`src/rtl/core/lsc_pkg.sv`:
```
package lsc_pkg;

    // Four boundary lanes: left, right, bottom, top.
    localparam int LANES  = 4;
    localparam int LN_X0  = 0;  // q = x1 - left,   p = -dx
    localparam int LN_X1  = 1;  // q = right - x1,  p =  dx
    localparam int LN_Y0  = 2;  // q = y1 - bottom, p = -dy
    localparam int LN_Y1  = 3;  // q = top - y1,    p =  dy

    localparam logic [1:0] ST_VISIBLE  = 2'd0;
    localparam logic [1:0] ST_REJECT   = 2'd1;
    localparam logic [1:0] ST_PARALLEL = 2'd2;

    localparam int CFG_IDX_W = 8;
    localparam logic [CFG_IDX_W-1:0] REG_LEFT   = 8'd0;
    localparam logic [CFG_IDX_W-1:0] REG_RIGHT  = 8'd1;
    localparam logic [CFG_IDX_W-1:0] REG_BOTTOM = 8'd2;
    localparam logic [CFG_IDX_W-1:0] REG_TOP    = 8'd3;

    localparam int WIN_LEFT_RST   = -300;
    localparam int WIN_RIGHT_RST  = 200;
    localparam int WIN_BOTTOM_RST = -200;
    localparam int WIN_TOP_RST    = 500;

    // Per-lane ratio flags: sign of q/p, |q| > |p|, |q| == |p|.
    typedef struct packed {
        logic neg;
        logic gt;
        logic eq;
    } t_rflag;

    localparam int RFLAG_W = $bits(t_rflag);

endpackage

```
`src/rtl/core/lsc_div.sv`:
```
module lsc_div #(
    parameter int MW = 17,
    parameter int F  = 16,
    parameter int SW = 8
) (
    input  logic          i_clk,
    input  logic          i_rst_n,
    input  logic          i_en,
    input  logic          i_valid,
    input  logic [MW-1:0] i_aq [lsc_pkg::LANES],
    input  logic [MW-1:0] i_ap [lsc_pkg::LANES],
    input  logic [SW-1:0] i_side,
    output logic          o_valid,
    output logic [F-1:0]  o_quo [lsc_pkg::LANES],
    output logic [SW-1:0] o_side
);
    import lsc_pkg::*;

    // Remainder stays below 2*|p| while |q| < |p|.
    localparam int RW = MW + 1;

    logic          r_v    [F+1];
    logic [RW-1:0] r_rem  [F+1][LANES];
    logic [MW-1:0] r_ap   [F+1][LANES];
    logic [F-1:0]  r_quo  [F+1][LANES];
    logic [SW-1:0] r_side [F+1];

    always_comb begin
        r_v[0]    = i_valid;
        r_side[0] = i_side;
        for (int l = 0; l < LANES; l++) begin
            r_rem[0][l] = RW'(i_aq[l]);
            r_ap[0][l]  = i_ap[l];
            r_quo[0][l] = '0;
        end
    end

    // One restoring quotient bit per stage.
    for (genvar k = 0; k < F; k++) begin : g_step
        logic [RW-1:0] n_sh  [LANES];
        logic          n_bit [LANES];

        always_comb begin
            for (int l = 0; l < LANES; l++) begin
                n_sh[l]  = {r_rem[k][l][RW-2:0], 1'b0};
                n_bit[l] = n_sh[l] >= RW'(r_ap[k][l]);
            end
        end

        always_ff @(posedge i_clk) begin
            if (!i_rst_n) begin
                r_v[k+1] <= 1'b0;
            end else if (i_en) begin
                r_v[k+1] <= r_v[k];
            end
            if (i_en) begin
                r_side[k+1] <= r_side[k];
                for (int l = 0; l < LANES; l++) begin
                    r_rem[k+1][l] <= n_bit[l] ? n_sh[l] - RW'(r_ap[k][l]) : n_sh[l];
                    r_ap[k+1][l]  <= r_ap[k][l];
                    r_quo[k+1][l] <= {r_quo[k][l][F-2:0], n_bit[l]};
                end
            end
        end
    end

    assign o_valid = r_v[F];
    assign o_side  = r_side[F];
    assign o_quo   = r_quo[F];

endmodule

```
`config.mk`:
```
export PLATFORM = sky130hd
export DESIGN_NAME = lsc_div
export DESIGN_NICKNAME = d
export VERILOG_FILES = /design/src/rtl/core/lsc_pkg.sv /design/src/rtl/core/lsc_div.sv
export SDC_FILE = /design/constraint.sdc
export NUM_CORES = 2
export LEC_CHECK = 0
export ABC_AREA = 0
export BUFFER_PORTS_ARGS = -buffer_cell sky130_fd_sc_hd__buf_2
export CORE_ASPECT_RATIO = 1.1
export CORE_MARGIN = 5
export CORE_UTILIZATION = 46
export DETAILED_ROUTE_END_ITERATION = 10
export GPL_TIMING_DRIVEN = 1
export MAX_ROUTING_LAYER = met4
export PLACE_DENSITY_LB_ADDON = 0.08
export SLEW_MARGIN = 15
export SYNTH_ARGS = -nofsm -noshare
export SYNTH_HDL_FRONTEND = slang
export SYNTH_SLANG_ARGS = --single-unit
```
`constraint.sdc`:
```
create_clock -name i_clk -period 6.3 [get_ports i_clk]
set_clock_uncertainty 0.1 [all_clocks]
set_input_delay 0.315 -clock i_clk [delete_from_list [all_inputs] [get_ports i_clk]]
set_output_delay 0.315 -clock i_clk [all_outputs]
set_load 0.01 [all_outputs]
```
# Word-level counts from Yosys, hierarchy flattened
# Cells that the tools add are included.
# totals
reg_bits	2728
output_inout_bits	73
# op_classes
n_mux	60
order_cmp	64
n_addsub	60
# op_table
op	n
>= comparator 18 x 17 -> 1 bit	64
2-to-1 mux 17 bit	60
subtractor 17 bit	60

# Depth between registers and ports, before layout
# depth
word_depth	2
ltp_mapped	13
ltp_nobuf	12

# Worst setup path before layout
# OpenSTA, ideal clock, no wires.
# synth_timing
path_kind	register to register
from	reg r_ap[357] in the netlist's numbering
to	reg r_rem (netlist bit g_step[12].n_sh[28]), data pin
stages_incl_launch_ff	13
synth_period_minus_slack_ps	3195
required_ps	5940
t_arrival_ps	2835
path_slack_ps	3105
path_buffers	2
path_cell_list	edfxtp_1 fa_1 nor2b_1 o21ai_1 a21boi_1 o21ai_1 o21ai_2 a41oi_1 o41ai_1 a211o_1 buf_4 buf_4 mux2_2
# synth_lines
item	line	rtl
from (decl)	lsc_div.sv:24	logic [MW-1:0] r_ap [F+1][LANES];
from (signal, indexed assignment)	lsc_div.sv:60	r_ap[k+1][l] <= r_ap[k][l];
to (signal, indexed assignment)	lsc_div.sv:59	r_rem[k+1][l] <= n_bit[l] ? n_sh[l] - RW'(r_ap[k][l]) : n_sh[l];
to (decl)	lsc_div.sv:23	logic [RW-1:0] r_rem [F+1][LANES];

# Worst setup path after layout
# layout_timing
from	in i_ap[36] in the netlist's numbering
to	reg r_rem (netlist bit g_step[1].n_sh[53]), data pin
# layout_between
elab_chain_cells	2
word_cells_on_any_way	3
classes_between	add/sub (1); order compare (1); mux (1)
# layout_rtl
item	line	rtl
from (decl)	lsc_div.sv:11	input logic [MW-1:0] i_ap [lsc_pkg::LANES],
subtractor 17 bit or >= comparator 18 x 17 -> 1 bit (tied branches)	lsc_div.sv:59, lsc_div.sv:46	
2-to-1 mux 17 bit (*)	lsc_div.sv:59	
# Mark *: on every way between the ends. The rest lies on a longest branch, timed or not.
# A chain may end at the register's enable or synchronous reset.

==> impl_metrics.json <==
{
  "viasPerCell": 5.19,
  "clk_pin_slew_ps": 60,
  "p_switching_uw": 26200,
  "final_util": 0.522,
  "grt_use_total": 0.180,
  "initialDrtViolationCount": 4111,
  "place_congestion": 0.936,
  "fin_crit_sh": 0.614,
  "avgRoutedWirePerCell_um": 16.9,
  "finish.instance_area_um2": 163000,
  "syn_area_um2": 144000,
  "worst_slack_ps": 2430,
  "clk_latency_ps": 870,
  "path_cells": "dlygate4sd3_1, buf_2, inv_1, ha_1, nor2b_1, o21ai_1, a21oi_1, o41ai_1, a41oi_1, o21a_1, nor3_2, buf_4, nand2_1, dlygate4sd3_1, o21ai_0, dlygate4sd3_1",
  "synth_nets": 13300,
  "status": "completed",
  "multi_input_area_um2": 55900,
  "p_leak_uw": 0.0661,
  "setup_violations": 0,
  "worstPathRequired_ps": 6950,
  "critPathTopFamily": "buffers and inverters",
  "hold_buffers": 266,
  "dr.pass1.iters": 6,
  "synthCells": 12000,
  "die_w_um": 544,
  "yosysMostFrequentCell": "edfxtp_1",
  "criticalPathCategory": "in -> reg",
  "cp_max_fo": 32,
  "ant_nets": 0,
  "end_kind": "register",
  "ys.flop_type": "edfxtp_1",
  "synthArstFlopShare": 0,
  "cts_setup_buffers": 0,
  "min_path_type": "in -> reg",
  "total_power_uw": 77200,
  "yosysTopAreaCell": "edfxtp_1",
  "htreeDepth": 5,
  "root_buffer": "clkbuf_16",
  "clk_path_buf_depth": 4,
  "yosysUniqueCellTypes": 91,
  "grt_pass1_vias": 89900,
  "ys_ff_latch": 2728,
  "grt_max_degree": 169,
  "vdd_drop_max_v": 0.000233,
  "synth_edf_count": 2712,
  "p_per_area_nw_per_um2": 474,
  "place_ws_ps": 2520,
  "via_count": 88400,
  "grt_pass1_wl_um": 468000,
  "wirelength_um": 287000,
  "ys_top_cells_by_count": "edfxtp_1 (2712), inv_1 (1410), ha_1 (1084)",
  "hold_viol": 0,
  "pwr-share-comb": 0.398,
  "cts.sinks": 2728,
  "max_stage_delay_ps": 560,
  "cts_buffers": 304,
  "yosysSeqAreaShare": 0.567,
  "rows": 215,
  "tightest_slew_ps": 1060,
  "antenna_found_initial": 2,
  "clock_power_share": 0.228,
  "max_freq_mhz": 259,
  "cts_resized": 0,
  "pwr-share-seq": 0.374,
  "dp_hpwl_um": 215000,
  "avgSynthCellArea_um2": 12.0,
  "portBuffers": 220,
  "ys_top_cells_by_area": "edfxtp_1 (57%), ha_1 (9.4%), inv_1 (3.7%)",
  "placed_area_um2": 150000,
  "worstPathBufferInverterCount": 6,
  "grt.overflow.total": 0,
  "rsz0062_at_grt": "false",
  "synth_top_area_frac": 0.565,
  "n_fill_cell": 26400,
  "syn_to_final_growth_pct": 12.9,
  "fp.coreArea_um2": 312000,
  "seqCellArea_um2": 81800,
  "period_needed_ps": 3870,
  "cp.arrival_ps": 4510,
  "slew-limit-headroom": 0.291,
  "drc": 0,
  "crit_path_top_delay_cell": "dlygate4sd3_1",
  "drv_cap": 0,
  "swShare": 0.340,
  "crit_path_start_kind": "input port",
  "drive_above_1_share": 0.0995,
  "slew_viol_final": 0,
  "ys_warn_count": 0,
  "setup_tns_ps": 0,
  "chipHeight_um": 597,
  "initial_core_util": 0.462,
  "internal_power_uw": 50900,
  "fp.dieArea_um2": 325000,
  "final_nets": 14000,
  "cts_tree": "built",
  "io_pins": 221,
  "cpMostUsedCell": "dlygate4sd3_1"
}
[power groups by stage]
stage / clock network [uW] / registers, uW / logic, uW
2_1_floorplan: 0 / 27900 / 24300
3_3_place_gp: 0 / 29300 / 29800
3_5_place_dp: 0 / 29300 / 30400
4_1_cts: 18300 / 28900 / 30900
5_1_grt: 19000 / 29300 / 34600
6_report: 17600 / 28800 / 30700
[cells by family (layout without fill, tap and decap cells)]
family                   after synthesis  after routing  share of synthesized area
other                                  0             13                          0
adder cells (fa/ha/maj)             1144           1144                      0.102
multiplexers                         441            441                     0.0341
flip-flops                          2728           2728                      0.567
AND/OR/NAND/NOR                     2635           2635                     0.0872
XOR/XNOR                             731            731                     0.0444
AO/OA/AOI/OAI                       2707           2707                      0.119
buffers and inverters               1648           2519                     0.0455
[sequential cells by signal, summed over array words and instances (netlist names)]
register,flops
o_valid,1
o_side,8
o_quo,64
g_step.n_sh,1020
r_side,120
r_v,15
r_quo,480
r_ap,1020
[placed cells by master, fill, tap and decap left out, drive strengths merged, types with 204 or more instances in the layout]
cell	count
buf	299
mux2	398
inv	1428
a21oi	718
dlygate4sd3	266
nand2	771
xor2	299
clkbuf	365
ha	1084
nor2	735
nor3	204
edfxtp	2712
o21ai	767
a21o	340
xnor2	432
[worst reg2reg max path: cells and delay by family, from the launching register on]
kind / cells / cell delay (ps)
AND/OR/NAND/NOR: 2 / 360
buffers and inverters: 2 / 370
multiplexers: 1 / 380
AO/OA/AOI/OAI: 6 / 1490
flip-flops: 1 / 470
adder cells (fa/ha/maj): 1 / 360
[per-layer routing]
metal	track usage	share of wire	wire (um)	vias to the layer above
li1	-	-	-	44900
met1	0.220	0.44	126000	41500
met2	0.308	0.49	141000	1396
met3	0.0240	0.033	9450	630
met4	0.0625	0.038	11000	0
met5	-	0	0	-
[through the flow]
stage / hold slack, ps / std cells
2_1_floorplan: 300 / 12000
3_3_place_gp: 300 / 16200
3_5_place_dp: 305 / 16200
4_1_cts: 1.18 / 17000
5_1_grt: 10.8 / 17000
6_report: 7.41 / 17000
[worst paths after layout]
kind / startpoint / to / slack, ps / depth (start not counted)
setup / recovery: i_ap[36] / g_step[1].n_sh[53]$_DFFE_PP_ / 2430 / 16
hold / removal: i_aq[33] / r_quo[976]$_DFFE_PP_ / 7 / 4
setup reg to reg: r_ap[665]$_DFFE_PP_ / g_step[8].n_sh[61]$_DFFE_PP_ / 2500 / 12
hold reg to reg: r_quo[293]$_DFFE_PP_ / r_quo[230]$_DFFE_PP_ / 300 / 0
[area by class of cell]
class                      instances  area share
inverter                        1411      0.0326
timing repair buffer             565      0.0280
antenna                           13    0.000200
clock inverter                   178      0.0118
sequential                      2728       0.503
multi-input combinational       7658       0.344
clock buffer                     365      0.0492
tap                             4123      0.0317
Power figures use the tool's default switching activity.
