===== src/rtl/core/lsc_pkg.sv =====
package lsc_pkg;

    // Four boundary lanes: left, right, bottom, top.
    localparam int LANES  = 4;
    localparam int LN_X0  = 0;  // q = x1 - left,   p = -dx
    localparam int LN_X1  = 1;  // q = right - x1,  p =  dx
    localparam int LN_Y0  = 2;  // q = y1 - bottom, p = -dy
    localparam int LN_Y1  = 3;  // q = top - y1,    p =  dy

    localparam logic [1:0] ST_VISIBLE  = 2'd0;
    localparam logic [1:0] ST_REJECT   = 2'd1;
    localparam logic [1:0] ST_PARALLEL = 2'd2;

    localparam int CFG_IDX_W = 8;
    localparam logic [CFG_IDX_W-1:0] REG_LEFT   = 8'd0;
    localparam logic [CFG_IDX_W-1:0] REG_RIGHT  = 8'd1;
    localparam logic [CFG_IDX_W-1:0] REG_BOTTOM = 8'd2;
    localparam logic [CFG_IDX_W-1:0] REG_TOP    = 8'd3;

    localparam int WIN_LEFT_RST   = -300;
    localparam int WIN_RIGHT_RST  = 200;
    localparam int WIN_BOTTOM_RST = -200;
    localparam int WIN_TOP_RST    = 500;

    // Per-lane ratio flags: sign of q/p, |q| > |p|, |q| == |p|.
    typedef struct packed {
        logic neg;
        logic gt;
        logic eq;
    } t_rflag;

    localparam int RFLAG_W = $bits(t_rflag);

endpackage


===== src/rtl/core/lsc_interp.sv =====
module lsc_interp #(
    parameter int C = 16,
    parameter int F = 16
) (
    input  logic                          i_clk,
    input  logic                          i_rst_n,
    input  logic                          i_en,
    input  logic                          i_valid,
    input  logic [F-1:0]                  i_quo [lsc_pkg::LANES],
    input  lsc_pkg::t_rflag [lsc_pkg::LANES-1:0] i_flags,
    input  logic                          i_par,
    input  logic signed [C-1:0]           i_x1,
    input  logic signed [C-1:0]           i_y1,
    input  logic signed [C:0]             i_dx,
    input  logic signed [C:0]             i_dy,
    output logic                          o_valid,
    output logic [1:0]                    o_status,
    output logic [C-1:0]                  o_sx,
    output logic [C-1:0]                  o_sy,
    output logic [C-1:0]                  o_ex,
    output logic [C-1:0]                  o_ey
);
    import lsc_pkg::*;

    localparam int DW  = C + 1;
    localparam int RSW = F + 3;
    localparam int PW  = DW + F + 1;
    localparam int MQW = PW - F;
    localparam int SSW = DW + 3;
    localparam logic signed [RSW-1:0] ONE_R = RSW'(1) <<< F;

    // Stage T1: signed ratios, sorted into entry and exit per axis.
    logic signed [RSW-1:0] n_r [LANES];
    logic signed [RSW-1:0] n_mag [LANES];
    logic                  n_dxz, n_dxp, n_dyz, n_dyp;

    logic                  r_v1, r_par1;
    logic signed [RSW-1:0] r_entx, r_enty, r_extx, r_exty;
    logic signed [C-1:0]   r_x1a, r_y1a;
    logic signed [DW-1:0]  r_dxa, r_dya;

    always_comb begin
        for (int l = 0; l < LANES; l++) begin
            if (i_flags[l].gt) begin
                n_mag[l] = ONE_R + RSW'(1);
            end else if (i_flags[l].eq) begin
                n_mag[l] = ONE_R;
            end else begin
                n_mag[l] = RSW'(i_quo[l]);
            end
            n_r[l] = (i_flags[l].neg && n_mag[l] != '0) ? -n_mag[l] : n_mag[l];
        end
        n_dxz = i_dx == '0;
        n_dxp = !i_dx[DW-1] && !n_dxz;
        n_dyz = i_dy == '0;
        n_dyp = !i_dy[DW-1] && !n_dyz;
    end

    always_ff @(posedge i_clk) begin
        if (!i_rst_n) begin
            r_v1 <= 1'b0;
        end else if (i_en) begin
            r_v1 <= i_valid;
        end
        if (i_en) begin
            r_entx <= n_dxz ? '0 : (n_dxp ? n_r[LN_X0] : n_r[LN_X1]);
            r_extx <= n_dxz ? ONE_R : (n_dxp ? n_r[LN_X1] : n_r[LN_X0]);
            r_enty <= n_dyz ? '0 : (n_dyp ? n_r[LN_Y0] : n_r[LN_Y1]);
            r_exty <= n_dyz ? ONE_R : (n_dyp ? n_r[LN_Y1] : n_r[LN_Y0]);
            r_par1 <= i_par;
            r_x1a  <= i_x1;
            r_y1a  <= i_y1;
            r_dxa  <= i_dx;
            r_dya  <= i_dy;
        end
    end

    // Stage T2: u1 = max(0, entries), u2 = min(1, exits), decide status.
    logic signed [RSW-1:0] n_emax, n_xmin, n_u1, n_u2;
    logic [1:0]            n_st;

    logic                  r_v2;
    logic [1:0]            r_st2;
    logic [F:0]            r_u1, r_u2;
    logic signed [C-1:0]   r_x1b, r_y1b;
    logic signed [DW-1:0]  r_dxb, r_dyb;

    always_comb begin
        n_emax = (r_entx > r_enty) ? r_entx : r_enty;
        n_u1   = (!n_emax[RSW-1]) ? n_emax : '0;
        n_xmin = (r_extx < r_exty) ? r_extx : r_exty;
        n_u2   = (n_xmin < ONE_R) ? n_xmin : ONE_R;
        if (r_par1) begin
            n_st = ST_PARALLEL;
        end else if (n_u1 > n_u2) begin
            n_st = ST_REJECT;
        end else begin
            n_st = ST_VISIBLE;
        end
    end

    always_ff @(posedge i_clk) begin
        if (!i_rst_n) begin
            r_v2 <= 1'b0;
        end else if (i_en) begin
            r_v2 <= r_v1;
        end
        if (i_en) begin
            r_st2 <= n_st;
            r_u1  <= n_u1[F:0];
            r_u2  <= n_u2[F:0];
            r_x1b <= r_x1a;
            r_y1b <= r_y1a;
            r_dxb <= r_dxa;
            r_dyb <= r_dya;
        end
    end

    // Stage T3: |d| * u products.
    logic [DW-1:0]        n_adx, n_ady;
    logic                 r_v3;
    logic [1:0]           r_st3;
    logic [PW-1:0]        r_psx, r_psy, r_pex, r_pey;
    logic signed [C-1:0]  r_x1c, r_y1c;
    logic                 r_dxn, r_dyn;

    assign n_adx = r_dxb[DW-1] ? -r_dxb : r_dxb;
    assign n_ady = r_dyb[DW-1] ? -r_dyb : r_dyb;

    always_ff @(posedge i_clk) begin
        if (!i_rst_n) begin
            r_v3 <= 1'b0;
        end else if (i_en) begin
            r_v3 <= r_v2;
        end
        if (i_en) begin
            r_st3 <= r_st2;
            r_psx <= PW'(n_adx) * PW'(r_u1);
            r_psy <= PW'(n_ady) * PW'(r_u1);
            r_pex <= PW'(n_adx) * PW'(r_u2);
            r_pey <= PW'(n_ady) * PW'(r_u2);
            r_x1c <= r_x1b;
            r_y1c <= r_y1b;
            r_dxn <= r_dxb[DW-1];
            r_dyn <= r_dyb[DW-1];
        end
    end

    // Stage T4: base + d*u, truncated toward zero; zero for non-visible results.
    function automatic logic [C-1:0] f_point(
        input logic signed [C-1:0] base,
        input logic                dneg,
        input logic [PW-1:0]       prod,
        input logic [1:0]          st
    );
        logic [MQW-1:0]        m;
        logic                  frac;
        logic signed [SSW-1:0] fl;
        logic signed [SSW-1:0] s;
        m    = prod[PW-1:F];
        frac = prod[F-1:0] != '0;
        fl   = dneg ? -SSW'(m) - SSW'(frac) : SSW'(m);
        s    = SSW'(base) + fl;
        if (s[SSW-1] && frac) begin
            s = s + SSW'(1);
        end
        return (st == ST_VISIBLE) ? s[C-1:0] : '0;
    endfunction

    always_ff @(posedge i_clk) begin
        if (!i_rst_n) begin
            o_valid <= 1'b0;
        end else if (i_en) begin
            o_valid <= r_v3;
        end
        if (i_en) begin
            o_status <= r_st3;
            o_sx     <= f_point(r_x1c, r_dxn, r_psx, r_st3);
            o_sy     <= f_point(r_y1c, r_dyn, r_psy, r_st3);
            o_ex     <= f_point(r_x1c, r_dxn, r_pex, r_st3);
            o_ey     <= f_point(r_y1c, r_dyn, r_pey, r_st3);
        end
    end

endmodule


===== config.mk =====
export PLATFORM = sky130hd
export DESIGN_NAME = lsc_interp
export DESIGN_NICKNAME = d
export VERILOG_FILES = /design/src/rtl/core/lsc_pkg.sv /design/src/rtl/core/lsc_interp.sv
export SDC_FILE = /design/constraint.sdc
export NUM_CORES = 2
export LEC_CHECK = 0
export CAP_MARGIN = 20
export CORE_ASPECT_RATIO = 1.5
export CORE_MARGIN = 5
export CORE_UTILIZATION = 53
export DETAILED_ROUTE_END_ITERATION = 10
export DONT_BUFFER_PORTS = 1
export PLACE_DENSITY_LB_ADDON = 0.08
export SLEW_MARGIN = 20
export SYNTH_ARGS = -nofsm -noshare
export SYNTH_HDL_FRONTEND = slang
export SYNTH_SLANG_ARGS = --single-unit

===== constraint.sdc =====
create_clock -name i_clk -period 22.2 [get_ports i_clk]
set_input_delay 1.11 -clock i_clk [delete_from_list [all_inputs] [get_ports i_clk]]
set_output_delay 1.11 -clock i_clk [all_outputs]
set_load 0.03 [all_outputs]

* Word level (Yosys, flattened, before mapping) *
Cells that the tools add are included.

cells by class
  add/subtract/negate cells = 22
  multipliers = 4
  order comparisons = 4
  multiplexer cells = 31
  reductions and logical operators = 25

operators by type and width
  kind                     count
  $mux W19                 11
  $mux W17                 10
  $mul A17 B17 Y34         4
  $add A16 B20 Y20         4
  $mux W20                 4
  $neg A18 Y20             4
  $sub A20 B1 Y20          4
  $neg A19 Y19             4
  $reduce_bool A19 Y1      4
  $add A16 B2 Y16 const B  4
  $mux W16                 4
  $reduce_bool A16 Y1      4
  $gt A19 B19 Y1           2
  $logic_not A17 Y1        2
  $neg A17 Y17             2
  $lt A19 B18 Y1 const B   1
  $lt A19 B19 Y1           1
  $mux W18                 1
  $logic_and A1 B1 Y1      10
  $logic_not A1 Y1         4
  $logic_not A2 Y1         1
  $mux W1                  1

word-level totals
  register bits after elaboration = 487
  output and inout port bits = 67

* Depth between registers and ports, before layout *
  word-level depth = 6
  mapped depth = 33
  gate-level depth less buffers = 31

* Least setup slack after synthesis *
Ideal clock, no wire load.

  path kind = flip-flop to flip-flop
  start point = reg r_dxb[0]
  end point = reg r_psx[32], data pin
  library setup time = 0.195 ns
  arrival time = 7.795 ns
  required time = 22.005 ns
  slack = 14.210 ns
  cell stages (with the launch flop) = 30
  path buffers = 2
  period minus slack after synthesis = 7.990 ns
  cells stage by stage = edfxtp_1 -> clkbuf_1 -> inv_1 -> ha_1 -> nand2_1 -> or3_1 -> or3_1 -> nand2b_1 -> nor4b_1 -> clkbuf_1 -> nand2_1 -> fa_1 -> fa_1 -> inv_1 -> fa_1 -> fa_1 -> fa_1 -> inv_1 -> fa_1 -> inv_1 -> ha_1 -> a21o_1 -> a21o_1 -> a21o_1 -> a21oi_1 -> o21ai_0 -> o21ai_0 -> a31o_2 -> or4b_2 -> o311ai_0

between the ends
  word-level cells in the longest chain between the ends = 3

RTL lines
  what                      line               text
  start: declaration        lsc_interp.sv:86   logic signed [DW-1:0] r_dxb, r_dyb;
  start signal: assignment  lsc_interp.sv:114  r_dxb <= r_dxa;
  $neg A17 Y17              lsc_interp.sv:127  assign n_adx = r_dxb[DW-1] ? -r_dxb : r_dxb;
  $mux W17 (*)              lsc_interp.sv:127
  $mul A17 B17 Y34 (*)      lsc_interp.sv:138  r_psx <= PW'(n_adx) * PW'(r_u1);
  end signal: assignment    lsc_interp.sv:138
  end: declaration          lsc_interp.sv:123  logic [PW-1:0] r_psx, r_psy, r_pex, r_pey;

Mark *: on every way between the ends. The rest lies on a longest branch, timed or not.
A chain may end at the register's enable or synchronous reset.

* Final worst setup path *
  start point = reg r_dxb[2]
  end point = reg r_psx[32], data pin

The elaborated chain is that of the path after synthesis.

==> results.rst <==
.. list-table::
   :header-rows: 1

   * - Metric
     - Value
   * - DR vias/cell
     - 5.545
   * - Result of the run
     - complete, no violations
   * - Peak Freq
     - 0.1173 GHz
   * - Setup TNS after final layout
     - 0 ps
   * - Routability-driven placement congestion ratio
     - 0.9054
   * - Vias in the first global route
     - 51,570
   * - Most frequently used flop master after synthesis
     - sky130_fd_sc_hd__edfxtp_1
   * - Routed vias
     - 49,260
   * - Total wire length
     - 172.4 mm
   * - Worst Path Max Fanout
     - 34
   * - DIE AREA
     - 135,400 um^2
   * - Fraction of final layout cells with drive strength greater than 1
     - 4.123%
   * - Arrival @ worst endpoint
     - 8980 ps
   * - H-tree lvl count
     - 2
   * - Number of ports placed on the die boundary
     - 214
   * - Synth Cell Area
     - 67,830 um^2
   * - RSZ-0062 raised after global routing
     - no
   * - Number of hold violations in the final report
     - 0
   * - Final worst path period need
     - 8523 ps
   * - Sequential cell area fraction in the yosys report
     - 21.50%
   * - Largest cells by area after synthesis
     - sky130_fd_sc_hd__fa_1, sky130_fd_sc_hd__edfxtp_1, sky130_fd_sc_hd__ha_1
   * - Layout Utilization
     - 56.41%
   * - First drt pass iteration count
     - 5
   * - Worst-case headroom to the max-slew limit
     - 25.32%
   * - Global-route total usage across every layer
     - 25.79%
   * - Port Buffers
     - 0
   * - Residual DRC count
     - 0
   * - Core Footprint
     - 126,900 um^2
   * - Post-DP HPWL
     - 130.9 mm
   * - Area grow syn2layout
     - 5.543%
   * - Clock-pin slew reported for the worst setup and hold paths after clock tree synthesis
     - 60 ps
   * - Leading cell type in the layout, fill and taps excluded
     - sky130_fd_sc_hd__inv_1
   * - Final ANT Viol Nets
     - 0
   * - Total number of yosys warnings
     - 0
   * - Mapped Cells
     - 7,295
   * - WS Path Type
     - reg2reg
   * - Worst Skew
     - 39.62 ps
   * - Height of the die
     - 448.2 um
   * - Starting density of the core
     - 53.44%
   * - Most frequent cells in the layout
     - sky130_fd_sc_hd__inv_1, sky130_fd_sc_hd__fa_1, sky130_fd_sc_hd__nand2_1
   * - Setup crit start kind
     - register
   * - Final routed wire length divided by cell count
     - 19.41 um
   * - CP required
     - 22,660 ps
   * - Die X-Extent
     - 302.1 um
   * - FF+latch count, synth
     - 487
   * - Worst min path class
     - reg2reg
   * - CTS Hold Bufs
     - 0
   * - DRC violation total after the first TritonRoute iteration
     - 2,542
   * - Number of flops mapped to enable cells by yosys
     - 483
   * - Number of buffers added for setup after CTS
     - 0
   * - Final net count
     - 8,843
   * - Max incr delay on CP
     - 570 ps
   * - Number of clock sinks seen by CTS
     - 487
   * - Share of the clock period used by the worst path
     - 38.39%
   * - Pre-CTS setup slack
     - 13,690 ps
   * - Clock latency at the later pin of the worst-skew pair
     - 700 ps
   * - TritonCTS clock tree
     - built
   * - Post-synthesis cell type count
     - 86
   * - Count of endpoints failing setup in the final report
     - 0
   * - Critical path's most frequent cell
     - sky130_fd_sc_hd__fa_1
   * - Pin slew with the least headroom to its limit
     - 1120 ps
   * - Buffer type at the clock tree root
     - sky130_fd_sc_hd__clkbuf_16
   * - Area share of the largest cell type after synthesis
     - 26.56%
   * - Nature of the critical path endpoint
     - register
   * - Maxcap violations
     - 0
   * - Inserted Clock Buffers
     - 54
   * - Fraction of registers with async set/reset
     - 0%
   * - Synthesized net count
     - 9,003
   * - Number of antenna violations at the first check in global routing
     - 3
   * - Worst Slack Setup Final
     - 13,680 ps
   * - Area leader, netlist
     - sky130_fd_sc_hd__fa_1
   * - Max stage delay cell, worst path
     - sky130_fd_sc_hd__or4b_2
   * - Resized cells post-CTS
     - 0
   * - Maximum number of pins on one net before global-route repair
     - 488
   * - Synthesized area per cell
     - 9.298 um^2
   * - Number of rows created at floorplan
     - 160
   * - Reg2Reg Setup Slack
     - 13,680 ps
   * - Remaining global-route overflow
     - 0
   * - Number of filler cells placed in the layout
     - 11,460
   * - Clk buf depth
     - 3
   * - Slew Viols, Final
     - 0
   * - First-pass GRT wire length
     - 276.1 mm
## flip-flops by register name, indices dropped and copies added (netlist names), 17 cells and up
register  cells
r_pex        34
r_pey        34
r_psx        34
r_psy        34
r_entx       19
r_enty       19
r_extx       19
r_exty       19
r_dxa        17
r_dxb        17
r_dya        17
r_dyb        17
r_u1         17
r_u2         17
## metal layers
layer | global-route usage (%) | up-vias | wire length, um
li1 | - | 23160 | -
met1 | 30.57 | 24480 | 67310
met2 | 46.74 | 1239 | 87760
met3 | 3.832 | 369 | 8691
met4 | 10.65 | 4 | 8615
met5 | 0 | - | 24
## area by class of cell
class	count	area (um^2)	share of cell area, %
sequential	487	14580	20.37
antenna	2	5.005	0.006991
inverter	1412	5300	7.403
clock inverter	42	495.5	0.6921
timing repair buffer	76	570.5	0.7969
tap	1701	2128	2.973
clock buffer	59	1391	1.943
multi-input combinational	5104	47120	65.81
## worst paths after layout
check | startpoint | endpoint | cells past startpoint
worst max-delay path | r_dxb[2]$_DFFE_PP_ | r_psx[32]$_DFFE_PP_ | 28
worst min-delay path | r_dxa[4]$_DFFE_PP_ | r_dxb[4]$_DFFE_PP_ | 0
worst max register to register | r_dxb[2]$_DFFE_PP_ | r_psx[32]$_DFFE_PP_ | 28
worst min register to register | r_dxa[4]$_DFFE_PP_ | r_dxb[4]$_DFFE_PP_ | 0
## metrics by stage
stage	cell area, um^2	std cells	hold slack (ps)
after floorplan	67830	7295	400.3
after global placement	69690	8780	400.6
final	71590	8883	410.8
after detailed placement	69700	8780	404.5
after CTS	71590	8881	409.3
after global routing	71590	8881	415.2
## cell families (layout without fill, tap and decap cells)
group / Yosys count / after routing / share of synthesized area (%)
buffers and inverters: 1704 / 1589 / 9.435
adders and majority gates: 1561 / 1561 / 38.75
AOI/OAI and AO/OA: 1020 / 1020 / 9.745
DFF: 487 / 487 / 21.50
and+or+nand+nor: 2195 / 2195 / 16.20
muxes: 58 / 58 / 0.8725
other: 0 / 2 / 0
xor gates and xnor gates: 270 / 270 / 3.497
## critical path, delay by kind of cell (launching register included)
family / cells / cell delay [ps]
compound gates: 9 / 2180
xor+xnor: 1 / 80
fa+ha+maj: 7 / 3330
buf+inv: 5 / 490
flops: 1 / 450
simple gates: 6 / 1760
## synthesized netlist by cell type (43+ instances only)
cell	number
sky130_fd_sc_hd__inv_1	1411
sky130_fd_sc_hd__fa_1	900
sky130_fd_sc_hd__nand2_1	831
sky130_fd_sc_hd__ha_1	661
sky130_fd_sc_hd__and2_1	589
sky130_fd_sc_hd__edfxtp_1	483
sky130_fd_sc_hd__a21oi_1	289
sky130_fd_sc_hd__clkbuf_1	279
sky130_fd_sc_hd__nor2_1	270
sky130_fd_sc_hd__o21ai_0	223
sky130_fd_sc_hd__xnor2_1	202
sky130_fd_sc_hd__a21o_1	82
sky130_fd_sc_hd__xor2_1	67
sky130_fd_sc_hd__nand3_1	62
sky130_fd_sc_hd__nor3_1	56
sky130_fd_sc_hd__a22o_1	53
sky130_fd_sc_hd__nor2b_1	52
sky130_fd_sc_hd__or3_1	52
sky130_fd_sc_hd__mux2i_1	49
sky130_fd_sc_hd__o31ai_1	49
sky130_fd_sc_hd__nand2b_1	46
sky130_fd_sc_hd__o21a_1	45
sky130_fd_sc_hd__nor4_1	43
Power is left out: the tool's default activity adds up to more than one toggle a clock period on the data nets, which glitch-free logic cannot reach.
