$ cat config.mk
export PLATFORM = sky130hd
export DESIGN_NAME = lsc_prep
export DESIGN_NICKNAME = d
export VERILOG_FILES = /design/src/rtl/core/lsc_pkg.sv /design/src/rtl/core/lsc_prep.sv
export SDC_FILE = /design/constraint.sdc
export NUM_CORES = 1
export LEC_CHECK = 0
export BUFFER_PORTS_ARGS = -buffer_cell sky130_fd_sc_hd__buf_2
export CORE_AREA = 2 2 185 187
export DETAILED_ROUTE_END_ITERATION = 8
export DIE_AREA = 0 0 187 189
export PLACE_DENSITY = 0.8
export SETUP_SLACK_MARGIN = 0.3
export SYNTH_ARGS = -nofsm -noshare
export SYNTH_HDL_FRONTEND = slang
export SYNTH_SLANG_ARGS = --single-unit
$ cat constraint.sdc
create_clock -name i_clk -period 8.43 [get_ports i_clk]
set_clock_uncertainty 0.1 [all_clocks]
set_input_delay 0.843 -clock i_clk [delete_from_list [all_inputs] [get_ports i_clk]]
set_output_delay 0.843 -clock i_clk [all_outputs]
set_load 0.01 [all_outputs]
$ cat src/rtl/core/lsc_pkg.sv
package lsc_pkg;

    // Four boundary lanes: left, right, bottom, top.
    localparam int LANES  = 4;
    localparam int LN_X0  = 0;  // q = x1 - left,   p = -dx
    localparam int LN_X1  = 1;  // q = right - x1,  p =  dx
    localparam int LN_Y0  = 2;  // q = y1 - bottom, p = -dy
    localparam int LN_Y1  = 3;  // q = top - y1,    p =  dy

    localparam logic [1:0] ST_VISIBLE  = 2'd0;
    localparam logic [1:0] ST_REJECT   = 2'd1;
    localparam logic [1:0] ST_PARALLEL = 2'd2;

    localparam int CFG_IDX_W = 8;
    localparam logic [CFG_IDX_W-1:0] REG_LEFT   = 8'd0;
    localparam logic [CFG_IDX_W-1:0] REG_RIGHT  = 8'd1;
    localparam logic [CFG_IDX_W-1:0] REG_BOTTOM = 8'd2;
    localparam logic [CFG_IDX_W-1:0] REG_TOP    = 8'd3;

    localparam int WIN_LEFT_RST   = -300;
    localparam int WIN_RIGHT_RST  = 200;
    localparam int WIN_BOTTOM_RST = -200;
    localparam int WIN_TOP_RST    = 500;

    // Per-lane ratio flags: sign of q/p, |q| > |p|, |q| == |p|.
    typedef struct packed {
        logic neg;
        logic gt;
        logic eq;
    } t_rflag;

    localparam int RFLAG_W = $bits(t_rflag);

endpackage

$ cat src/rtl/core/lsc_prep.sv
module lsc_prep #(
    parameter int C = 16
) (
    input  logic                          i_clk,
    input  logic                          i_rst_n,
    input  logic                          i_en,
    input  logic                          i_valid,
    input  logic signed [C-1:0]           i_x1,
    input  logic signed [C-1:0]           i_y1,
    input  logic signed [C-1:0]           i_x2,
    input  logic signed [C-1:0]           i_y2,
    input  logic signed [C-1:0]           i_left,
    input  logic signed [C-1:0]           i_right,
    input  logic signed [C-1:0]           i_bottom,
    input  logic signed [C-1:0]           i_top,
    output logic                          o_valid,
    output logic [C:0]                    o_aq [lsc_pkg::LANES],
    output logic [C:0]                    o_ap [lsc_pkg::LANES],
    output logic signed [C-1:0]           o_x1,
    output logic signed [C-1:0]           o_y1,
    output logic signed [C:0]             o_dx,
    output logic signed [C:0]             o_dy,
    output logic                          o_par,
    output lsc_pkg::t_rflag [lsc_pkg::LANES-1:0] o_flags
);
    import lsc_pkg::*;

    localparam int DW = C + 1;

    logic                 r_v1;
    logic signed [C-1:0]  r_x1, r_y1;
    logic signed [DW-1:0] r_dx, r_dy;
    logic signed [DW-1:0] r_q [LANES];

    logic                 r_v2;
    logic [DW-1:0]        n_aq [LANES];
    logic [DW-1:0]        n_ap [LANES];
    t_rflag [LANES-1:0]   n_flags;
    logic                 n_par;
    logic                 n_pneg [LANES];

    // Stage 1: differences.
    always_ff @(posedge i_clk) begin
        if (!i_rst_n) begin
            r_v1 <= 1'b0;
        end else if (i_en) begin
            r_v1 <= i_valid;
        end
        if (i_en) begin
            r_x1        <= i_x1;
            r_y1        <= i_y1;
            r_dx        <= DW'(i_x2) - DW'(i_x1);
            r_dy        <= DW'(i_y2) - DW'(i_y1);
            r_q[LN_X0]  <= DW'(i_x1) - DW'(i_left);
            r_q[LN_X1]  <= DW'(i_right) - DW'(i_x1);
            r_q[LN_Y0]  <= DW'(i_y1) - DW'(i_bottom);
            r_q[LN_Y1]  <= DW'(i_top) - DW'(i_y1);
        end
    end

    // Stage 2: magnitudes, signs, trivial-ratio flags, parallel-outside test.
    always_comb begin
        n_pneg[LN_X0] = !r_dx[DW-1] && (r_dx != '0);
        n_pneg[LN_X1] = r_dx[DW-1];
        n_pneg[LN_Y0] = !r_dy[DW-1] && (r_dy != '0);
        n_pneg[LN_Y1] = r_dy[DW-1];
        n_ap[LN_X0] = r_dx[DW-1] ? -r_dx : r_dx;
        n_ap[LN_X1] = n_ap[LN_X0];
        n_ap[LN_Y0] = r_dy[DW-1] ? -r_dy : r_dy;
        n_ap[LN_Y1] = n_ap[LN_Y0];
        for (int l = 0; l < LANES; l++) begin
            n_aq[l]        = r_q[l][DW-1] ? -r_q[l] : r_q[l];
            n_flags[l].neg = r_q[l][DW-1] ^ n_pneg[l];
            n_flags[l].gt  = n_aq[l] > n_ap[l];
            n_flags[l].eq  = n_aq[l] == n_ap[l];
        end
        n_par = ((r_dx == '0) && (r_q[LN_X0][DW-1] || r_q[LN_X1][DW-1]))
             || ((r_dy == '0) && (r_q[LN_Y0][DW-1] || r_q[LN_Y1][DW-1]));
    end

    always_ff @(posedge i_clk) begin
        if (!i_rst_n) begin
            r_v2 <= 1'b0;
        end else if (i_en) begin
            r_v2 <= r_v1;
        end
        if (i_en) begin
            o_aq    <= n_aq;
            o_ap    <= n_ap;
            o_flags <= n_flags;
            o_par   <= n_par;
            o_x1    <= r_x1;
            o_y1    <= r_y1;
            o_dx    <= r_dx;
            o_dy    <= r_dy;
        end
    end

    assign o_valid = r_v2;

endmodule

[After elaboration in Yosys (flattened, before gate mapping)]
Memory sizes are Yosys's and may differ from the RTL's.
Cells that the tools add are included.
Storage, ports and cells
  memory bits (read-only): 0
  register bits: 249
  word-level logic and storage cells: 75
  bits of input ports: 132
  memories kept: 1
  bits in latches: 0
  output and inout port bits: 216
  bits in writable memories: 68
Operators by class
  equal/unequal tests: 4
  reduce and logical (&&, ||, !) cells: 13
  magnitude comparators: 4
  add/subtract/negate cells: 12
  multiplexer cells: 8
  shift-type cells: 0
  bitwise logic cells: 4
  multiply operators: 0
  div/mod/pow operators: 0
Memories
  r_q: words 4, width 17, read ports 4, clocked after memory_dff 0, write ports 4, RTL line lsc_prep.sv:33  | logic signed [DW-1:0] r_q [LANES];
Operator list (count)
  $mux W17: 6
  $neg A17 Y17: 6
  $sub A16 B16 Y17: 6
  $eq A17 B17 Y1: 4
  $gt A17 B17 Y1: 4
  $logic_not A17 Y1: 2
  $reduce_bool A17 Y1: 2
  $logic_and A1 B1 Y1: 4
  $xor A1 B1 Y1: 4
  $logic_or A1 B1 Y1: 3
  $logic_not A1 Y1: 2
  $mux W1: 2

[Depth between registers and ports, before layout]
Gate-level depths: netlist of the first run.
  depth after elaboration: 3
  depth in mapped cells: 15
  mapped depth without buffers: 15

[Worst setup path after synthesis of the first run]
No wires, ideal clock.
  path kind: register to register
  from: memory r_q[0][3] (netlist bit)
  to: register o_flags[1] (netlist bit), data pin
  path buffers: 0
  data arrival time: 3.412 ns
  cell stages (with the launch flop): 11
  slack: 4.653 ns
  setup time: 0.265 ns
  required time: 8.065 ns
  clock period less this slack: 3.777 ns
  cells stage by stage: edfxtp_1 > or4_4 > or3_4 > o41ai_1 > nand2_1 > xor2_1 > ha_1 > nand4_1 > or4_1 > nor4b_2 > nor3_1
RTL lines
  start, declared: RTL line lsc_prep.sv:33
  end signal, assigned: RTL line lsc_prep.sv:90  | o_flags <= n_flags;
  end, declared: RTL line lsc_prep.sv:24  | output lsc_pkg::t_rflag [lsc_pkg::LANES-1:0] o_flags

==> flow_summary.yaml, run 1 <==
setup_path:
  critPathMaxStageDelay_ns: 0.73
  cp_data_required_time_ns: 8.59
  cp_data_arrival_time_ns: 4.38
  path_max_fanout: 6
  crit_chain: "or4_1 -> or4_1 -> nor3_1 -> nand2_1 -> ha_1 -> and4_1 -> nand3_1 -> nor4b_1 -> a211oi_1"
  crit_type: "register to register"
  end_kind: "register"
  crit_slowest_cell: "or4_1"
  worst_setup_path_start_kind: "register"
  cpMostUsedCell: "or4_1"
timing:
  whs_ns: 0.298
  slew_headroom_pct: 37.0
  setup_viol: 0
  timing.final.ws_setup_ns: 4.21
  post-route-period-util_pct: 50.0
  rsz0062_at_grt: "false"
  fmax_ghz: 0.237
  fin_crit_ns: 4.22
  final_max_slew_viol_count: 0
  tns_ns: 0
  finalHoldViolCount: 0
  worst_slew_pin_slew_ns: 0.945
clocking:
  clock_latency_ns: 0.53
  post_cts_buffers: 0
  cts_max_level: 2
  cts_tree: "built"
  clkTransAtPathRegs_ns: 0.06
  clockRootBuffer: "clkbuf_16"
  numCtsBuffers: 36
  postCtsHoldBufs: 0
  cts_sinks: 315
  cts_buffer_depth: 3
  cts_resized: 0
global_route:
  grt_start_max_net_pins: 172
  grt.total_usage_pct: 25.8
  overflow: 0
  grt_pass1_vias: 13100
  grt_antenna_before_repair: 1
  grt_pass1_wl_um: 70500
power:
  p_leak_nw: 9.08
  p_per_area_nw_per_um2: 246
  irDropWorstVdd_mv: 0.153
placement:
  numPortBuffers: 347
  place_area_um2: 20100
  pre_cts_ws_ns: 4.19
  globalplace.congestion: 0.940
  dp_hpwl_um: 36500
drt:
  detail_route.wl_per_cell_um: 19.6
  num_vias: 13300
  drc: 0
  drtIter0Drc: 919
  wl_um: 46500
  ant_nets: 0
  drt_first_pass_iters: 5
  via_per_inst: 5.61
final_layout:
  final_nets: 2193
  synthToLayoutAreaGrowth_pct: 18.1
  layout-drive-gt1-share_pct: 22.2
  fin_util_pct: 64.1
  final_area_um2: 21300
synthesis:
  synthTopCellsByArea: "edfxtp_1, ha_1, xnor2_1, inv_1, o21ai_0"
  synth_top_flop_cell: "edfxtp_1"
  synthCells: 1553
  yosys_register_bits: 315
  yosysSeqAreaShare_pct: 52.2
  synth_most_common_cell: "edfxtp_1"
  syn-num-nets: 1854
  synth_top_area_cell: "edfxtp_1"
  avgSynthCellArea_um2: 11.6
  synth_warnings: 0
  netlist_area_um2: 18100
  ys_top_cells_by_count: "edfxtp_1, ha_1, inv_1"
  async_reset_ff_share_pct: 0
  synth_top_area_share_pct: 52.0
  synth_enable_flop_cells: 313
  yosysUniqueCellTypes: 64
floorplan:
  coreArea_um2: 33300
  fp.dieArea_um2: 35300
  die_h_um: 189
  die_w_um: 187
  initial_core_util_pct: 54.3
  num_rows: 67
  io_pins: 348
outcome:
  status: "complete, no violations"
flow_run:
  drv_cap: 0
hold_path:
  min_path_type: "register to register"
final cells by class:
| type | instances | area (um2) |
|---|---|---|
| fill | 2581 | 11900 |
| sequential | 315 | 9440 |
| clock buffer | 44 | 952 |
| tap | 448 | 561 |
| multi-input combinational | 1026 | 7710 |
| clock inverter | 19 | 282 |
| inverter | 161 | 604 |
| timing repair buffer | 352 | 1800 |
| antenna | 1 | 2.50 |
power by group:
part	leakage (nW)	internal, W	switching (W)	total, W
Sequential	3.09	0.00203	0.000162	0.00219
Clock	0.591	0.00102	0.000625	0.00164
Combinational	5.40	0.000589	0.000829	0.00142
logic make-up after synthesis:
logic type,after synthesis,synth area share [%]
AO/OA/AOI/OAI,336,12.3
XOR/XNOR,153,7.41
adder cells (fa/ha/maj),173,12.2
buffers and inverters,212,5.15
flip-flops,315,52.2
multiplexers,7,0.388
AND/OR/NAND/NOR,357,10.3
worst max-delay path: cells and delay by family, from the launching register on:
| kind | cells | cell delay (ns) |
|---|---|---|
| flip-flops | 1 | 0.46 |
| AO/OA/AOI/OAI | 1 | 0.08 |
| AND/OR/NAND/NOR | 7 | 2.94 |
| adder cells (fa/ha/maj) | 1 | 0.38 |
worst paths after layout:
kind / cells after the start / start / end / slack, ns
worst max-delay path: 9 / r_dy[3]$_DFFE_PP_ / o_flags[10]$_DFFE_PP_ / 4.21
worst min-delay path: 0 / r_y1[14]$_DFFE_PP_ / o_y1[14]$_DFFE_PP_ / 0.30
worst max register to register: 9 / r_dy[3]$_DFFE_PP_ / o_flags[10]$_DFFE_PP_ / 4.21
worst min register to register: 0 / r_y1[14]$_DFFE_PP_ / o_y1[14]$_DFFE_PP_ / 0.30
state kept, by name, indices dropped and copies added, names as in the netlist, 12 cells and up:
name	count
o_ap	34
o_aq	68
o_dx	16
o_dy	16
o_flags	12
o_x1	16
o_y1	16
r_dx	17
r_dy	17
r_q	68
r_x1	16
r_y1	16
layout by cell type (no fill, tap or decap), types with 21 or more instances in the layout:
| cell type | n |
|---|---|
| nand4_1 | 21 |
| nand2_1 | 69 |
| buf_2 | 346 |
| nand2b_1 | 23 |
| nor2_1 | 81 |
| xor2_1 | 38 |
| xnor2_1 | 115 |
| clkbuf_16 | 37 |
| a21o_1 | 28 |
| ha_1 | 163 |
| nor3_1 | 40 |
| o21a_1 | 38 |
| nand3_1 | 21 |
| edfxtp_1 | 313 |
| nor2b_1 | 35 |
| a21oi_1 | 71 |
| o31ai_1 | 27 |
| o21ai_0 | 80 |
| inv_1 | 161 |
metal layers:
| metal | global-route usage, % | up-vias | routed length, um |
|---|---|---|---|
| met1 | 30.6 | 6258 | 18400 |
| li1 | - | 6378 | - |
| met3 | 3.41 | 110 | 2480 |
| met2 | 47.1 | 524 | 23800 |
| met5 | 0 | - | 0 |
| met4 | 11.1 | 0 | 1800 |
through the flow:
| stage | power [W] | std cells |
|---|---|---|
| finish | 0.00525 | 2366 |
| global route | 0.00550 | 2366 |
| CTS | 0.00528 | 2365 |
| detailed placement | 0.00362 | 2302 |
| floorplan | 0.00310 | 1553 |
| global placement | 0.00360 | 2302 |
Note: power is estimated with default switching activity, not from simulation.
==> inputs of run 2 (changes only) <==
Settings changed: ABC_AREA set to 1, CORE_AREA 2 2 185 187 to 2 2 191 193, DIE_AREA 0 0 187 189 to 0 0 193 195, PLACE_DENSITY 0.8 to 0.78.
Clock period 8.43 ns to 3.5 ns, I/O delays scaled along.
==> flow_summary.yaml, run 2 <==
outcome:
  status: "complete, no violations"
timing:
  worst_slew_pin_slew_ns: 0.714
  setup_viol: 0
  whs_ns: 0.0169
  fmax_ghz: 0.308
  slew_headroom_pct: 52.4
  final_max_slew_viol_count: 0
  fin_crit_ns: 3.24
  rsz0062_at_grt: "true"
  tns_ns: 0
  finalHoldViolCount: 0
  post-route-period-util_pct: 92.7
drt:
  detail_route.wl_per_cell_um: 18.2
  drtIter0Drc: 818
  drt_first_pass_iters: 5
  wl_um: 47300
  num_vias: 13500
  ant_nets: 0
  drc: 0
  via_per_inst: 5.18
power:
  p_per_area_nw_per_um2: 577
  switching_share_pct: 33.3
  internal-power_w: 0.00845
  power.net_switching_w: 0.00423
  pwr-share-seq_pct: 41.3
  p_leak_nw: 10.2
  irDropWorstVdd_mv: 0.382
  clkPwrFrac_pct: 28.8
  power_frac_comb_pct: 29.9
global_route:
  overflow: 0
  grt_pass1_vias: 13700
  grt_start_max_net_pins: 91
  grt_pass1_wl_um: 71700
  grt.total_usage_pct: 25.0
  grt_antenna_before_repair: 0
final_layout:
  fin_cells: 2603
  top_regs: "o_aq (68), r_q (68), o_ap (34)"
  layout-drive-gt1-share_pct: 25.3
  final_common_cell: "buf_2"
  fillers: 2868
  regArea_um2: 9440
  final_nets: 2413
  multi_input_area_um2: 7380
  final_cell_mix: "buf_2, edfxtp_1, nand2_1"
  synthToLayoutAreaGrowth_pct: 23.0
  n_antenna_cell: 0
  fin_util_pct: 62.1
clocking:
  cts_tree: "built"
  cts_buffer_depth: 3
  clkTransAtPathRegs_ns: 0.05
  cts_sinks: 315
  clock_latency_ns: 0.54
  cts_max_level: 2
  numCtsBuffers: 38
  clockRootBuffer: "clkbuf_16"
floorplan:
  coreArea_um2: 35400
  num_rows: 69
  fp.dieArea_um2: 37600
  die_h_um: 195
  die_w_um: 193
  initial_core_util_pct: 50.5
  io_pins: 348
setup_path:
  cpMostUsedCell: "nand2_1"
  crit_type: "register to register"
  crit_buf_inv: 0
  reg2regPathDepth: 14
  end_kind: "register"
  path_max_fanout: 3
  crit_path_end: "o_flags[4]$_DFFE_PP_"
  r2r_end: "o_flags[4]$_DFFE_PP_"
  worst_setup_path_start_kind: "register"
  cp.depth: 14
  crit_path_start: "r_q[1][3]$_DFFE_PP_"
  crit_chain: "nor2_2 -> nand3b_1 -> nor3_2 -> nor2_1 -> a21oi_2 -> nand3_1 -> nand2_1 -> nand2_1 -> xor2_1 -> ha_1 -> nand2_1 -> or4_4 -> nor4_4 -> nor2_1"
  critPathMaxStageDelay_ns: 0.43
  r2r-start: "r_q[1][3]$_DFFE_PP_"
  crit_slowest_cell: "or4_4"
  cp_data_arrival_time_ns: 3.40
  critical_path.top_delay_family: "simple AND/OR/NAND/NOR gates"
  reg2reg_slack_ns: 0.26
  cp_data_required_time_ns: 3.66
synthesis:
  yosysSeqAreaShare_pct: 52.8
  synth_warnings: 0
  synth_most_common_cell: "edfxtp_1"
  netlist_area_um2: 17900
  synth_top_flop_cell: "edfxtp_1"
  synth_top_area_share_pct: 52.6
  async_reset_ff_share_pct: 0
  synth_enable_flop_cells: 313
  syn-num-nets: 1988
  ys_top_cells_by_count: "edfxtp_1, nand2_1, inv_1"
  synthCells: 1687
  yosysUniqueCellTypes: 49
  yosys_register_bits: 315
  synth_top_area_cell: "edfxtp_1"
  synthTopCellsByArea: "edfxtp_1, ha_1, xor2_1, nand2_1, inv_1"
  avgSynthCellArea_um2: 10.6
placement:
  dp_hpwl_um: 37400
  numPortBuffers: 347
  globalplace.congestion: 0.969
  dp_cells: 2477
hold_path:
  min_path_type: "primary input to register"
flow_run:
  drv_cap: 0
## run 2: changes by cell type in the layout (fill, tap and decap cells not counted), moves of 26 or more
cell,change
a21o_1,-26
inv_1,+77
xor2_1,+86
xnor2_1,-77
o21ai_0,-41
nand2_1,+197
nor2b_1,-35
dlygate4sd3_1,+33
buf_4,+41
o21a_1,-37
a21oi_1,+55
## run 2: cell type report
cell class                 instances  area share (%)
clock inverter                    25           0.797
timing repair buffer             428            11.3
clock buffer                      45            4.49
sequential                       315            43.0
inverter                         250            4.27
tap                              461            2.62
multi-input combinational       1079            33.6
## run 2: cell families after synthesis
group / count (synthesis) / synth area share (%)
AOI/OAI and AO/OA: 236 / 7.37
xor gates and xnor gates: 166 / 8.25
adders and majority gates: 169 / 12.1
buffers and inverters: 293 / 6.91
DFF: 315 / 52.8
and+or+nand+nor: 508 / 12.5
## run 2: worst min path at each step
stage / startpoint / to / slack, ns / depth (start not counted)
final: i_y1[7] / r_y1[7]$_DFFE_PP_ / 0.02 / 1
after global routing: i_y1[7] / r_y1[7]$_DFFE_PP_ / 0.003 / 1
after CTS: i_y1[7] / r_y1[7]$_DFFE_PP_ / 0.001 / 1
after detailed placement: r_x1[2]$_DFFE_PP_ / o_x1[2]$_DFFE_PP_ / 0.30 / 0
after global placement: r_x1[0]$_DFFE_PP_ / o_x1[0]$_DFFE_PP_ / 0.30 / 0
after floorplan: r_x1[0]$_DFFE_PP_ / o_x1[0]$_DFFE_PP_ / 0.30 / 0
## run 2: stage by stage
| step | total power [W] | area, um2 | setup WS (ns) |
|---|---|---|---|
| final | 0.0127 | 22000 | 0.255 |
| after global routing | 0.0134 | 22000 | 0.0596 |
| after CTS | 0.0127 | 21700 | 0.284 |
| after detailed placement | 0.00893 | 20100 | 0.0897 |
| after global placement | 0.00884 | 20100 | 0.204 |
| after floorplan | 0.00758 | 17900 | 0.492 |
## run 2: layer usage
metal  vias to the layer above  track usage, %  share of wire (%)
li1                       6605               -                  -
met1                      6283            28.4                 38
met2                       482            46.0                 51
met3                       112            3.85                6.5
met4                         0            10.6                4.6
met5                         -               0                  0
## run 2: timing repair
| action | in CTS | in global routing |
|---|---|---|
| setup endpoints to repair | 5 | 8 |
| buffers inserted | 7 | 16 |
| endpoints found under the hold margin | 32 | 0 |
| pin swaps | 10 | 24 |
| hold buffers | 33 | 0 |
| resized for setup | 15 | 32 |
## run 2: worst register-to-register path: cells and delay by family (launching register included)
kind	cells	cell delay [ns]
AO/OA/AOI/OAI	1	0.18
adder cells (fa/ha/maj)	1	0.30
XOR/XNOR	1	0.16
flip-flops	1	0.42
AND/OR/NAND/NOR	11	1.82
## run 2: power groups by stage
stage | clock [W] | combinational (W) | sequential (W)
CTS | 0.00372 | 0.00370 | 0.00524
finish | 0.00366 | 0.00379 | 0.00523
floorplan | 0 | 0.00221 | 0.00536
global placement | 0 | 0.00355 | 0.00529
global route | 0.00388 | 0.00424 | 0.00529
detailed placement | 0 | 0.00362 | 0.00531
